$ cat config.mk
export PLATFORM = sky130hd
export DESIGN_NAME = weighted_draw_without_replacement
export DESIGN_NICKNAME = d
export VERILOG_FILES = /design/src/hw/rtl/wdraw_pkg.sv /design/src/hw/rtl/wdraw_ram.sv /design/src/hw/rtl/weighted_draw_without_replacement.sv
export SDC_FILE = /design/constraint.sdc
export NUM_CORES = 2
export LEC_CHECK = 0
export ABC_AREA = 0
export BUFFER_PORTS_ARGS = -buffer_cell sky130_fd_sc_hd__buf_2
export CORE_MARGIN = 2
export CORE_UTILIZATION = 28
export DETAILED_ROUTE_END_ITERATION = 8
export HOLD_SLACK_MARGIN = 0.03
export SLEW_MARGIN = 20
export SYNTH_ARGS = -nofsm -noshare
export SYNTH_HDL_FRONTEND = slang
export SYNTH_SLANG_ARGS = --single-unit
$ cat constraint.sdc
create_clock -name clk -period 10.5 [get_ports clk]
set_input_delay 0.525 -clock clk [delete_from_list [all_inputs] [get_ports clk]]
set_output_delay 0.525 -clock clk [all_outputs]
set_load 0.01 [all_outputs]
$ cat src/hw/rtl/wdraw_pkg.sv
// ---------------------------------------------------------------------------
// wdraw_pkg
// shared codes, field widths and stream word layout of the weighted draw block
// ---------------------------------------------------------------------------
`default_nettype none

package wdraw_pkg;

  // field widths of the stream words
  localparam int IDX_W   = 6;
  localparam int WGT_W   = 16;
  localparam int FRAC_W  = 32;
  localparam int KIND_W  = 2;
  localparam int STAT_W  = 2;
  localparam int CNT_W   = 7;

  // input tdata layout, lowest bit first
  localparam int IN_IDX_LSB  = 0;
  localparam int IN_WGT_LSB  = IN_IDX_LSB + IDX_W;
  localparam int IN_FRAC_LSB = IN_WGT_LSB + WGT_W;
  localparam int IN_TDATA_W  = ((IN_FRAC_LSB + FRAC_W + 7) / 8) * 8;
  localparam int OUT_TDATA_W = ((IDX_W + 7) / 8) * 8;

  // item kinds
  localparam logic [KIND_W-1:0] KIND_LOAD  = 2'd0;
  localparam logic [KIND_W-1:0] KIND_START = 2'd1;
  localparam logic [KIND_W-1:0] KIND_DRAW  = 2'd2;

  // result status codes
  localparam logic [STAT_W-1:0] STATUS_DRAWN = 2'd0;
  localparam logic [STAT_W-1:0] STATUS_EMPTY = 2'd1;
  localparam logic [STAT_W-1:0] STATUS_LIMIT = 2'd2;

endpackage

`default_nettype wire

$ cat src/hw/rtl/wdraw_ram.sv
// ---------------------------------------------------------------------------
// wdraw_ram
// simple dual-port ram, one write and one registered read port
// ---------------------------------------------------------------------------
`default_nettype none

module wdraw_ram #(
  parameter int WIDTH = 16,
  parameter int DEPTH = 64
) (
  input  wire logic                     clk,
  input  wire logic                     we,
  input  wire logic [$clog2(DEPTH)-1:0] waddr,
  input  wire logic [WIDTH-1:0]         wdata,
  input  wire logic [$clog2(DEPTH)-1:0] raddr,
  output logic      [WIDTH-1:0]         rdata
);

  logic [WIDTH-1:0] mem [DEPTH];

  always_ff @(posedge clk) begin
    if (we) begin
      mem[waddr] <= wdata;
    end
    rdata <= mem[raddr];
  end

endmodule

`default_nettype wire

$ cat src/hw/rtl/weighted_draw_without_replacement.sv
// ---------------------------------------------------------------------------
// weighted_draw_without_replacement
// weighted draw without replacement over a table of integer weights
// ---------------------------------------------------------------------------
// usage
//   in_* carries one word per item: in_tuser is the kind (load, start, draw),
//   in_tdata holds entry index, weight and a 32-bit random fraction
//   load writes one entry of the load table
//   start copies the load table into the working table at one read and one
//   write a cycle on the two weight rams
//   draw forms r = (u*total)>>32 with one 32x32 multiplier, low half of the
//   total, then high half, then the sum, then walks the working ram one entry
//   a cycle until the prefix sum passes r; a draw that hits the draw limit or
//   an empty table goes straight from idle to its result state
//   out_tdata is the chosen index, out_tuser the status
//   cfg_* writes draw_count at any time the block is idle, always ready
// reset
//   after rst_n both rams are swept to zero, one entry a cycle, so in_tready
//   stays low until the sweep ends; draw_count comes up as one
// stalls
//   the result sits in an output register; loads and starts are taken while
//   it waits, a further draw holds in its result state until the word leaves
// ---------------------------------------------------------------------------
`default_nettype none

module weighted_draw_without_replacement #(
  parameter int ENTRIES     = 64,
  parameter int WEIGHT_BITS = 16
) (
  input  wire logic                                clk,
  input  wire logic                                rst_n,
  // input stream
  input  wire logic                                in_tvalid,
  output logic                                     in_tready,
  // [5:0] entry_index, [21:6] weight, [53:22] random_fraction, rest zero
  input  wire logic [wdraw_pkg::IN_TDATA_W-1:0]    in_tdata,
  // [1:0] kind
  input  wire logic [wdraw_pkg::KIND_W-1:0]        in_tuser,
  // result stream
  output logic                                     out_tvalid,
  input  wire logic                                out_tready,
  // [5:0] chosen_index, rest zero
  output logic      [wdraw_pkg::OUT_TDATA_W-1:0]   out_tdata,
  // [1:0] status
  output logic      [wdraw_pkg::STAT_W-1:0]        out_tuser,
  // configuration write
  input  wire logic                                cfg_valid,
  output logic                                     cfg_ready,
  input  wire logic [wdraw_pkg::CNT_W-1:0]         cfg_data
);

  localparam int AW = $clog2(ENTRIES);
  localparam int TW = WEIGHT_BITS + AW;   // total never exceeds ENTRIES full weights
  localparam logic [AW-1:0] LAST = AW'(ENTRIES - 1);

  typedef enum logic [3:0] {
    ST_CLEAR, ST_IDLE, ST_LOAD_RD, ST_LOAD_WR, ST_COPY,
    ST_MUL_LO, ST_MUL_HI, ST_MUL_SUM, ST_SCAN, ST_RESULT
  } state_t;

  state_t state_r, state_nxt;

  // sweep address and read pipeline tracking
  logic [AW-1:0]                  rd_addr_r, rd_addr_nxt;
  logic                           issue_r, issue_nxt;
  logic                           data_ok_r;
  logic [AW-1:0]                  data_idx_r;

  // datapath
  logic [WEIGHT_BITS-1:0]         ld_w_r, ld_w_nxt;
  logic [wdraw_pkg::FRAC_W-1:0]   u_r, u_nxt;
  logic [63:0]                    prod_r, prod_nxt;
  logic [TW-1:0]                  r_r, r_nxt;
  logic [TW-1:0]                  prefix_r, prefix_nxt;
  logic [TW-1:0]                  loaded_total_r, loaded_total_nxt;
  logic [TW-1:0]                  working_total_r, working_total_nxt;
  logic [wdraw_pkg::CNT_W-1:0]    draws_done_r, draws_done_nxt;
  logic [wdraw_pkg::CNT_W-1:0]    draw_count_r, draw_count_nxt;
  logic [wdraw_pkg::IDX_W-1:0]    res_idx_r, res_idx_nxt;
  logic [wdraw_pkg::STAT_W-1:0]   res_status_r, res_status_nxt;
  logic                           out_tvalid_r, out_tvalid_nxt;
  logic [wdraw_pkg::IDX_W-1:0]    out_idx_r, out_idx_nxt;
  logic [wdraw_pkg::STAT_W-1:0]   out_status_r, out_status_nxt;

  // ram ports
  logic                           lw_we, ww_we;
  logic [AW-1:0]                  lw_waddr, ww_waddr;
  logic [WEIGHT_BITS-1:0]         lw_wdata, ww_wdata;
  logic [WEIGHT_BITS-1:0]         lw_rdata, ww_rdata;

  // unpacked input word
  logic                           in_fire;
  logic [wdraw_pkg::KIND_W-1:0]   in_kind;
  logic [31:0]                    in_idx32;
  logic [31:0]                    in_w32;
  logic [AW-1:0]                  in_addr;
  logic                           in_idx_ok;
  logic [WEIGHT_BITS-1:0]         in_w;
  logic [wdraw_pkg::FRAC_W-1:0]   in_u;

  // scan helpers
  logic [TW-1:0]                  prefix_sum;
  logic                           scan_hit;
  logic [31:0]                    pick32;
  logic [63:0]                    tot64;
  logic [63:0]                    hi_part;
  logic [63:0]                    r_sum;

  // shared multiplier, low half of the total first, then the high half
  logic [31:0]                    mul_b;
  logic [63:0]                    mul_p;

  assign in_fire   = in_tvalid && in_tready;
  assign in_kind   = in_tuser;
  assign in_idx32  = 32'(in_tdata[wdraw_pkg::IN_IDX_LSB +: wdraw_pkg::IDX_W]);
  assign in_w32    = 32'(in_tdata[wdraw_pkg::IN_WGT_LSB +: wdraw_pkg::WGT_W]);
  assign in_u      = in_tdata[wdraw_pkg::IN_FRAC_LSB +: wdraw_pkg::FRAC_W];
  assign in_addr   = in_idx32[AW-1:0];
  assign in_idx_ok = in_idx32 < 32'(ENTRIES);
  // weights wider than the table are masked down
  assign in_w      = in_w32[WEIGHT_BITS-1:0];

  assign prefix_sum = prefix_r + TW'(ww_rdata);
  assign scan_hit   = (state_r == ST_SCAN) && data_ok_r && (prefix_sum > r_r);
  assign pick32     = 32'(data_idx_r);
  assign tot64      = 64'(working_total_r);
  assign hi_part    = 64'(prod_r[63:32]);
  assign r_sum      = 64'(r_r) + prod_r;

  assign mul_b      = (state_r == ST_MUL_HI) ? tot64[63:32] : tot64[31:0];
  assign mul_p      = 64'(u_r) * 64'(mul_b);

  assign in_tready  = (state_r == ST_IDLE);
  assign cfg_ready  = 1'b1;
  assign out_tvalid = out_tvalid_r;
  assign out_tdata  = wdraw_pkg::OUT_TDATA_W'(out_idx_r);
  assign out_tuser  = out_status_r;

  // load table
  wdraw_ram #(.WIDTH(WEIGHT_BITS), .DEPTH(ENTRIES)) u_loaded_ram (
    .clk   (clk),
    .we    (lw_we),
    .waddr (lw_waddr),
    .wdata (lw_wdata),
    .raddr (rd_addr_r),
    .rdata (lw_rdata)
  );

  // working table
  wdraw_ram #(.WIDTH(WEIGHT_BITS), .DEPTH(ENTRIES)) u_working_ram (
    .clk   (clk),
    .we    (ww_we),
    .waddr (ww_waddr),
    .wdata (ww_wdata),
    .raddr (rd_addr_r),
    .rdata (ww_rdata)
  );

  always_comb begin
    state_nxt         = state_r;
    rd_addr_nxt       = rd_addr_r;
    issue_nxt         = issue_r;
    ld_w_nxt          = ld_w_r;
    u_nxt             = u_r;
    prod_nxt          = prod_r;
    r_nxt             = r_r;
    prefix_nxt        = prefix_r;
    loaded_total_nxt  = loaded_total_r;
    working_total_nxt = working_total_r;
    draws_done_nxt    = draws_done_r;
    draw_count_nxt    = draw_count_r;
    res_idx_nxt       = res_idx_r;
    res_status_nxt    = res_status_r;
    out_tvalid_nxt    = out_tvalid_r && !out_tready;
    out_idx_nxt       = out_idx_r;
    out_status_nxt    = out_status_r;
    lw_we             = 1'b0;
    lw_waddr          = rd_addr_r;
    lw_wdata          = '0;
    ww_we             = 1'b0;
    ww_waddr          = data_idx_r;
    ww_wdata          = '0;

    if (cfg_valid) begin
      draw_count_nxt = cfg_data;
    end

    unique case (state_r)
      ST_CLEAR: begin
        // zero both tables, one entry a cycle
        lw_we    = 1'b1;
        ww_we    = 1'b1;
        ww_waddr = rd_addr_r;
        if (rd_addr_r == LAST) begin
          rd_addr_nxt = '0;
          state_nxt   = ST_IDLE;
        end else begin
          rd_addr_nxt = rd_addr_r + 1'b1;
        end
      end
      ST_IDLE: begin
        if (in_fire) begin
          case (in_kind)
            wdraw_pkg::KIND_LOAD: begin
              if (in_idx_ok) begin
                rd_addr_nxt = in_addr;
                ld_w_nxt    = in_w;
                state_nxt   = ST_LOAD_RD;
              end
            end
            wdraw_pkg::KIND_START: begin
              rd_addr_nxt       = '0;
              issue_nxt         = 1'b1;
              working_total_nxt = loaded_total_r;
              draws_done_nxt    = '0;
              state_nxt         = ST_COPY;
            end
            wdraw_pkg::KIND_DRAW: begin
              u_nxt       = in_u;
              res_idx_nxt = '0;
              if (draws_done_r >= draw_count_r) begin
                res_status_nxt = wdraw_pkg::STATUS_LIMIT;
                state_nxt      = ST_RESULT;
              end else if (working_total_r == '0) begin
                res_status_nxt = wdraw_pkg::STATUS_EMPTY;
                state_nxt      = ST_RESULT;
              end else begin
                state_nxt = ST_MUL_LO;
              end
            end
            default: begin
            end
          endcase
        end
      end
      ST_LOAD_RD: begin
        state_nxt = ST_LOAD_WR;
      end
      ST_LOAD_WR: begin
        // old weight is on the read port now
        lw_we            = 1'b1;
        lw_wdata         = ld_w_r;
        loaded_total_nxt = loaded_total_r - TW'(lw_rdata) + TW'(ld_w_r);
        state_nxt        = ST_IDLE;
      end
      ST_COPY: begin
        ww_we    = data_ok_r;
        ww_wdata = lw_rdata;
        if (issue_r) begin
          if (rd_addr_r == LAST) begin
            issue_nxt = 1'b0;
          end else begin
            rd_addr_nxt = rd_addr_r + 1'b1;
          end
        end
        if (data_ok_r && data_idx_r == LAST) begin
          state_nxt = ST_IDLE;
        end
      end
      ST_MUL_LO: begin
        prod_nxt  = mul_p;
        state_nxt = ST_MUL_HI;
      end
      ST_MUL_HI: begin
        r_nxt     = hi_part[TW-1:0];
        prod_nxt  = mul_p;
        state_nxt = ST_MUL_SUM;
      end
      ST_MUL_SUM: begin
        r_nxt       = r_sum[TW-1:0];
        prefix_nxt  = '0;
        rd_addr_nxt = '0;
        issue_nxt   = 1'b1;
        state_nxt   = ST_SCAN;
      end
      ST_SCAN: begin
        if (issue_r) begin
          if (rd_addr_r == LAST) begin
            issue_nxt = 1'b0;
          end else begin
            rd_addr_nxt = rd_addr_r + 1'b1;
          end
        end
        if (data_ok_r) begin
          prefix_nxt = prefix_sum;
          if (scan_hit) begin
            // take the entry out of the working table
            ww_we             = 1'b1;
            working_total_nxt = working_total_r - TW'(ww_rdata);
            draws_done_nxt    = draws_done_r + 1'b1;
            res_idx_nxt       = pick32[wdraw_pkg::IDX_W-1:0];
            res_status_nxt    = wdraw_pkg::STATUS_DRAWN;
            issue_nxt         = 1'b0;
            state_nxt         = ST_RESULT;
          end else if (data_idx_r == LAST) begin
            res_idx_nxt    = '0;
            res_status_nxt = wdraw_pkg::STATUS_DRAWN;
            state_nxt      = ST_RESULT;
          end
        end
      end
      ST_RESULT: begin
        if (!out_tvalid_r || out_tready) begin
          out_tvalid_nxt = 1'b1;
          out_idx_nxt    = res_idx_r;
          out_status_nxt = res_status_r;
          state_nxt      = ST_IDLE;
        end
      end
      default: begin
        state_nxt = ST_IDLE;
      end
    endcase
  end

  always_ff @(posedge clk) begin
    // payload
    data_idx_r   <= rd_addr_r;
    ld_w_r       <= ld_w_nxt;
    u_r          <= u_nxt;
    prod_r       <= prod_nxt;
    r_r          <= r_nxt;
    prefix_r     <= prefix_nxt;
    res_idx_r    <= res_idx_nxt;
    res_status_r <= res_status_nxt;
    out_idx_r    <= out_idx_nxt;
    out_status_r <= out_status_nxt;
    if (!rst_n) begin
      state_r         <= ST_CLEAR;
      rd_addr_r       <= '0;
      issue_r         <= 1'b0;
      data_ok_r       <= 1'b0;
      loaded_total_r  <= '0;
      working_total_r <= '0;
      draws_done_r    <= '0;
      draw_count_r    <= wdraw_pkg::CNT_W'(1);
      out_tvalid_r    <= 1'b0;
    end else begin
      state_r         <= state_nxt;
      rd_addr_r       <= rd_addr_nxt;
      issue_r         <= issue_nxt;
      data_ok_r       <= issue_r;
      loaded_total_r  <= loaded_total_nxt;
      working_total_r <= working_total_nxt;
      draws_done_r    <= draws_done_nxt;
      draw_count_r    <= draw_count_nxt;
      out_tvalid_r    <= out_tvalid_nxt;
    end
  end

`ifndef SYNTHESIS
  // a picked entry always carries weight
  a_pick_nonzero: assert property (@(posedge clk) disable iff (!rst_n)
    scan_hit |-> (ww_rdata != '0))
    else $error("draw picked an entry of zero weight");

  // the walk always ends on a hit before running off the table
  a_scan_hits: assert property (@(posedge clk) disable iff (!rst_n)
    (state_r == ST_SCAN && data_ok_r && data_idx_r == LAST) |-> scan_hit)
    else $error("prefix walk passed the last entry without a hit");

  // a successful draw takes its weight off the working total
  a_total_drops: assert property (@(posedge clk) disable iff (!rst_n)
    scan_hit |=> (working_total_r == $past(working_total_r) - TW'($past(ww_rdata))))
    else $error("working total not reduced by the drawn weight");

  // only a drawn status carries an index
  a_idx_zero: assert property (@(posedge clk) disable iff (!rst_n)
    (out_tvalid_r && out_status_r != wdraw_pkg::STATUS_DRAWN) |-> (out_idx_r == '0))
    else $error("index set on a result that drew nothing");
`endif

endmodule

`default_nettype wire

==> flow_summary.json <==
{
  "max_freq_mhz": 110.5,
  "synth.avg_cell_area_sq_um": 13.97,
  "period_needed_ns": 9.047,
  "ioPinCount": 83,
  "synth_flop_cell": "sky130_fd_sc_hd__edfxtp_1",
  "detail_route.wl_per_cell_um": 25.02,
  "outcome": "complete, no violations",
  "most_prevalent_standard_cell_on_the_critical_path": "sky130_fd_sc_hd__fa_1",
  "first_iter_violations": 8709,
  "place_inst": 13176,
  "detail_route.first_pass.iterations": 6,
  "fp-row-count": 232,
  "seq_area_frac_synth": 0.6092,
  "worstSetupStartpoint": "state_r[3]",
  "finalWirelength_um": 342400,
  "later_pin_clock_latency_in_the_skew_report_ns": 0.96,
  "dpl_cell_area_sq_um": 119700,
  "worst_slew_margin_relative_to_its_limit": 0.2057,
  "worstPathBufferInverterCount": 2,
  "postSynth.asyncResetShare": 0,
  "design.die.area_sq_um": 405200,
  "final_area_sq_um": 128100,
  "power_per_cell_area_nw_per_um2": 153.6,
  "cts-root-buf": "sky130_fd_sc_hd__clkbuf_16",
  "cts.hold.buffers_added": 65,
  "maxCapViolations": 0,
  "holdPathEnd": "draw_count_r[0]",
  "design_power_total_uw": 19680,
  "critical_path.max_fanout": 23,
  "timing.critical_path.slowest_cell_delay_ns": 0.79,
  "cp_data_required_time_ns": 11.08,
  "min_from": "rst_n",
  "number_of_synthesized_flops_with_an_enable_pin": 2200,
  "rsz_0062_raised_after_global_routing": "false",
  "setup_viol": 0,
  "timing.setup.critical_path_class": "reg -> reg",
  "worst_clock_skew_ns": 0.1462,
  "syn-instance-count": 8021,
  "worst_path_max_delay_cell": "sky130_fd_sc_hd__nor2b_2",
  "final_number_of_max_transition_violations": 0,
  "kind_of_end_point_of_the_critical_path": "flip-flop",
  "drtAntennaViolNets": 0,
  "worst_hold_path_type": "in -> reg",
  "synth_cell_types": 92,
  "final-instance-count-excl-fill": 13684,
  "buffer_ports.inserted": 77,
  "crit_chain": "nor2_1, and3_1, nor2b_2, buf_4, nand2_1, fa_1, inv_1, fa_1, fa_1, fa_1, fa_1, fa_1, fa_1, ha_1, a211oi_1, o22ai_1, a31oi_1, a2111oi_0, nor3_1, a31oi_2, a211oi_2, mux2i_1, o2111ai_1",
  "worst_r2r_dst": "prod_r[51]",
  "largest_net_degree_at_the_start_of_global_routing": 104,
  "cts.repair.resized": 0,
  "syn_to_final_growth_pct": 14.38,
  "h-tree-depth": 4,
  "hold_violations": 0,
  "tritoncts": "built",
  "die_width_um": 636.5,
  "layout-drive-gt1-share": 0.1109,
  "overflow": 0,
  "fin_nets": 9183,
  "cp.arrival_ns": 9.63,
  "crit_family": "adder cells",
  "die_height_um": 636.5,
  "filler_cell_count": 38955,
  "number_of_global_route_vias_before_repair": 71374,
  "yosys_warnings": 0,
  "setup_total_negative_slack_ns": 0,
  "worst_r2r_startpoint": "state_r[3]",
  "ys_ff_latch": 2309,
  "ff2ff_setup_slack_ns": 1.45,
  "finalHoldWorstSlack_ns": 0.09047,
  "grt_antenna_before_repair": 17,
  "core_area_sq_um": 398800,
  "post-route-period-util": 0.8616,
  "clk_pin_slew_worst_paths_ns": 0.06,
  "detail_placement_hpwl_um": 211200,
  "clock-sinks": 2309,
  "routabilityCongestion": 0.8483,
  "remaining_drc_errors": 0,
  "cts_setup_buffers": 0,
  "max-vdd-ir-drop_mv": 0.1475,
  "cts-buffers-inserted": 239,
  "timing.hold.worst_path_depth": 2,
  "worst_pin_slew_ns": 1.191,
  "clock_tree.buffer_depth": 4,
  "start_util": 0.2809,
  "first_pass_grt_wire_length_um": 494200,
  "routed-via-count": 70888,
  "mapped_area_sq_um": 112000,
  "setup.worst_path.start_class": "flip-flop",
  "vias_per_cell": 5.180,
  "worstRegToRegCells": 23,
  "track_usage": 0.1638,
  "static_leak_uw": 0.04655
}
[worst register-to-register path, cell delays in order, from the launching register on]
cell and delay (ns):
sky130_fd_sc_hd__dfxtp_1 0.64, sky130_fd_sc_hd__nor2_1 0.12, sky130_fd_sc_hd__and3_1 0.40, sky130_fd_sc_hd__nor2b_2 0.80, sky130_fd_sc_hd__buf_4 0.48, sky130_fd_sc_hd__nand2_1 0.16, sky130_fd_sc_hd__fa_1 0.58, sky130_fd_sc_hd__inv_1 0.05
sky130_fd_sc_hd__fa_1 0.49, sky130_fd_sc_hd__fa_1 0.59, sky130_fd_sc_hd__fa_1 0.45, sky130_fd_sc_hd__fa_1 0.52, sky130_fd_sc_hd__fa_1 0.45, sky130_fd_sc_hd__fa_1 0.50, sky130_fd_sc_hd__ha_1 0.37, sky130_fd_sc_hd__a211oi_1 0.24
sky130_fd_sc_hd__o22ai_1 0.14, sky130_fd_sc_hd__a31oi_1 0.26, sky130_fd_sc_hd__a2111oi_0 0.16, sky130_fd_sc_hd__nor3_1 0.44, sky130_fd_sc_hd__a31oi_2 0.22, sky130_fd_sc_hd__a211oi_2 0.31, sky130_fd_sc_hd__mux2i_1 0.22, sky130_fd_sc_hd__o2111ai_1 0.13
[sequential cells by signal (all words and copies together), names as in the netlist, 22 cells and up]
register           cells
r_r                   22
prod_r                44
working_total_r       22
u_r                   32
u_working_ram.mem   1024
prefix_r              22
loaded_total_r        22
u_loaded_ram.mem    1024
[power by group]
group	switching, uW	total, uW	internal (uW)
clock	3590	8400	4810
sequential	59.6	10100	10000
combinational	809	1230	417
[metal layers]
layer	wire [um]	part of all wire	global-route usage	vias to the layer above
met5	13	0.000038	0	-
met4	15720	0.046	0.06911	2
met3	30760	0.090	0.02955	627
met2	163200	0.48	0.2727	3608
met1	132700	0.39	0.2094	36613
li1	-	-	-	30038
[placed cells by master (no fill, tap or decap), types with 27 or more instances in the layout]
cell,synthesis,layout
sky130_fd_sc_hd__ha_1,279,279
sky130_fd_sc_hd__dfxtp_1,109,104
sky130_fd_sc_hd__nand2b_1,27,27
sky130_fd_sc_hd__mux2i_1,97,97
sky130_fd_sc_hd__o211ai_1,28,28
sky130_fd_sc_hd__clkinv_2,0,42
sky130_fd_sc_hd__nor2_1,342,312
sky130_fd_sc_hd__xor2_1,39,39
sky130_fd_sc_hd__o22ai_1,29,29
sky130_fd_sc_hd__a31oi_1,104,102
sky130_fd_sc_hd__mux2_2,74,74
sky130_fd_sc_hd__buf_2,102,78
sky130_fd_sc_hd__nand2_1,625,623
sky130_fd_sc_hd__clkbuf_16,0,240
sky130_fd_sc_hd__nor3_1,54,51
sky130_fd_sc_hd__nor2_4,1,28
sky130_fd_sc_hd__a41oi_1,31,31
sky130_fd_sc_hd__buf_4,4,273
sky130_fd_sc_hd__a21oi_1,248,248
sky130_fd_sc_hd__nand4_1,67,67
sky130_fd_sc_hd__clkbuf_1,299,42
sky130_fd_sc_hd__a211oi_1,31,31
sky130_fd_sc_hd__dlygate4sd3_1,0,65
sky130_fd_sc_hd__a221oi_1,221,221
sky130_fd_sc_hd__and2_1,358,339
sky130_fd_sc_hd__clkinv_1,0,43
sky130_fd_sc_hd__o21ai_0,127,127
sky130_fd_sc_hd__xnor2_1,67,67
sky130_fd_sc_hd__nand3_1,54,53
sky130_fd_sc_hd__fa_1,616,616
sky130_fd_sc_hd__a22oi_1,485,485
sky130_fd_sc_hd__inv_1,675,673
sky130_fd_sc_hd__a21o_1,64,64
sky130_fd_sc_hd__edfxtp_1,2200,2200
sky130_fd_sc_hd__a22o_1,125,125
[cell families after synthesis]
family | after synthesis | synth area share
compound gates | 1692 | 0.1100
xor+xnor | 106 | 0.008287
fa+ha+maj | 895 | 0.1412
buf+inv | 1149 | 0.03984
flops | 2309 | 0.6092
mux | 191 | 0.02003
other cells | 2 | 0.00006704
simple gates | 1677 | 0.07138
[synthesized netlist by cell type, drive strengths merged, types with 8 or more instances]
cell | count | area, sq um
fa | 616 | 12330
a22o | 125 | 1095
mux2i | 97 | 970.9
o21bai | 12 | 93.84
o21a | 17 | 127.6
a22oi | 485 | 3641
and3 | 21 | 131.4
or3 | 20 | 125.1
nand3 | 54 | 270.3
a311oi | 12 | 105.1
o22ai | 29 | 181.4
a21oi | 249 | 1250
or2 | 11 | 68.82
mux4 | 19 | 427.9
edfxtp | 2200 | 66060
nand2b | 27 | 168.9
xnor2 | 67 | 586.8
a31oi | 105 | 663.1
a21o | 64 | 480.5
o211ai | 37 | 322.8
a222oi | 8 | 80.08
dfxtp | 109 | 2182
o2111ai | 11 | 96.34
buf | 174 | 803.3
nor3 | 54 | 270.3
o21ai | 155 | 779.5
a211oi | 33 | 257.7
mux2 | 75 | 844.6
o31ai | 16 | 147.6
a2111oi | 10 | 112.6
nor4 | 29 | 187.7
nor2 | 343 | 1295
nand2 | 625 | 2346
clkbuf | 299 | 1122
a221oi | 221 | 1936
and2 | 358 | 2240
nor2b | 44 | 275.3
xor2 | 39 | 341.6
a41oi | 31 | 271.5
nand4 | 67 | 419.2
ha | 279 | 3491
inv | 676 | 2537
[metrics by stage]
| stage | worst slack (ns) | utilization |
|---|---|---|
| 2_1_floorplan | 3.031 | - |
| 3_3_place_gp | 1.690 | 0.3002 |
| 3_5_place_dp | 1.648 | 0.3002 |
| 4_1_cts | 1.491 | 0.3211 |
| 5_1_grt | 0.9622 | 0.3212 |
| 6_report | 1.453 | 0.3213 |
[cell type report]
| cell class | instances | area [sq um] | share of cell area |
|---|---|---|---|
| Antenna cell | 14 | 35.03 | 0.0002734 |
| Clock buffer | 290 | 6274 | 0.04896 |
| Clock inverter | 138 | 1410 | 0.01100 |
| Inverter | 676 | 2539 | 0.01981 |
| Multi-Input combinational cell | 4564 | 39700 | 0.3098 |
| Sequential cell | 2309 | 68260 | 0.5327 |
| Tap cell | 5265 | 6588 | 0.05141 |
| Timing Repair Buffer | 428 | 3331 | 0.02599 |
[how the worst max path moves through the flow]
stage,depth (start not counted),endpoint,slack [ns]
3_5_place_dp,23,prod_r[51],1.65
2_1_floorplan,26,prod_r[46],3.03
6_report,23,prod_r[51],1.45
4_1_cts,23,prod_r[51],1.49
3_3_place_gp,23,prod_r[51],1.69
5_1_grt,23,prod_r[51],0.96
Note: power is estimated with default switching activity, not from simulation.
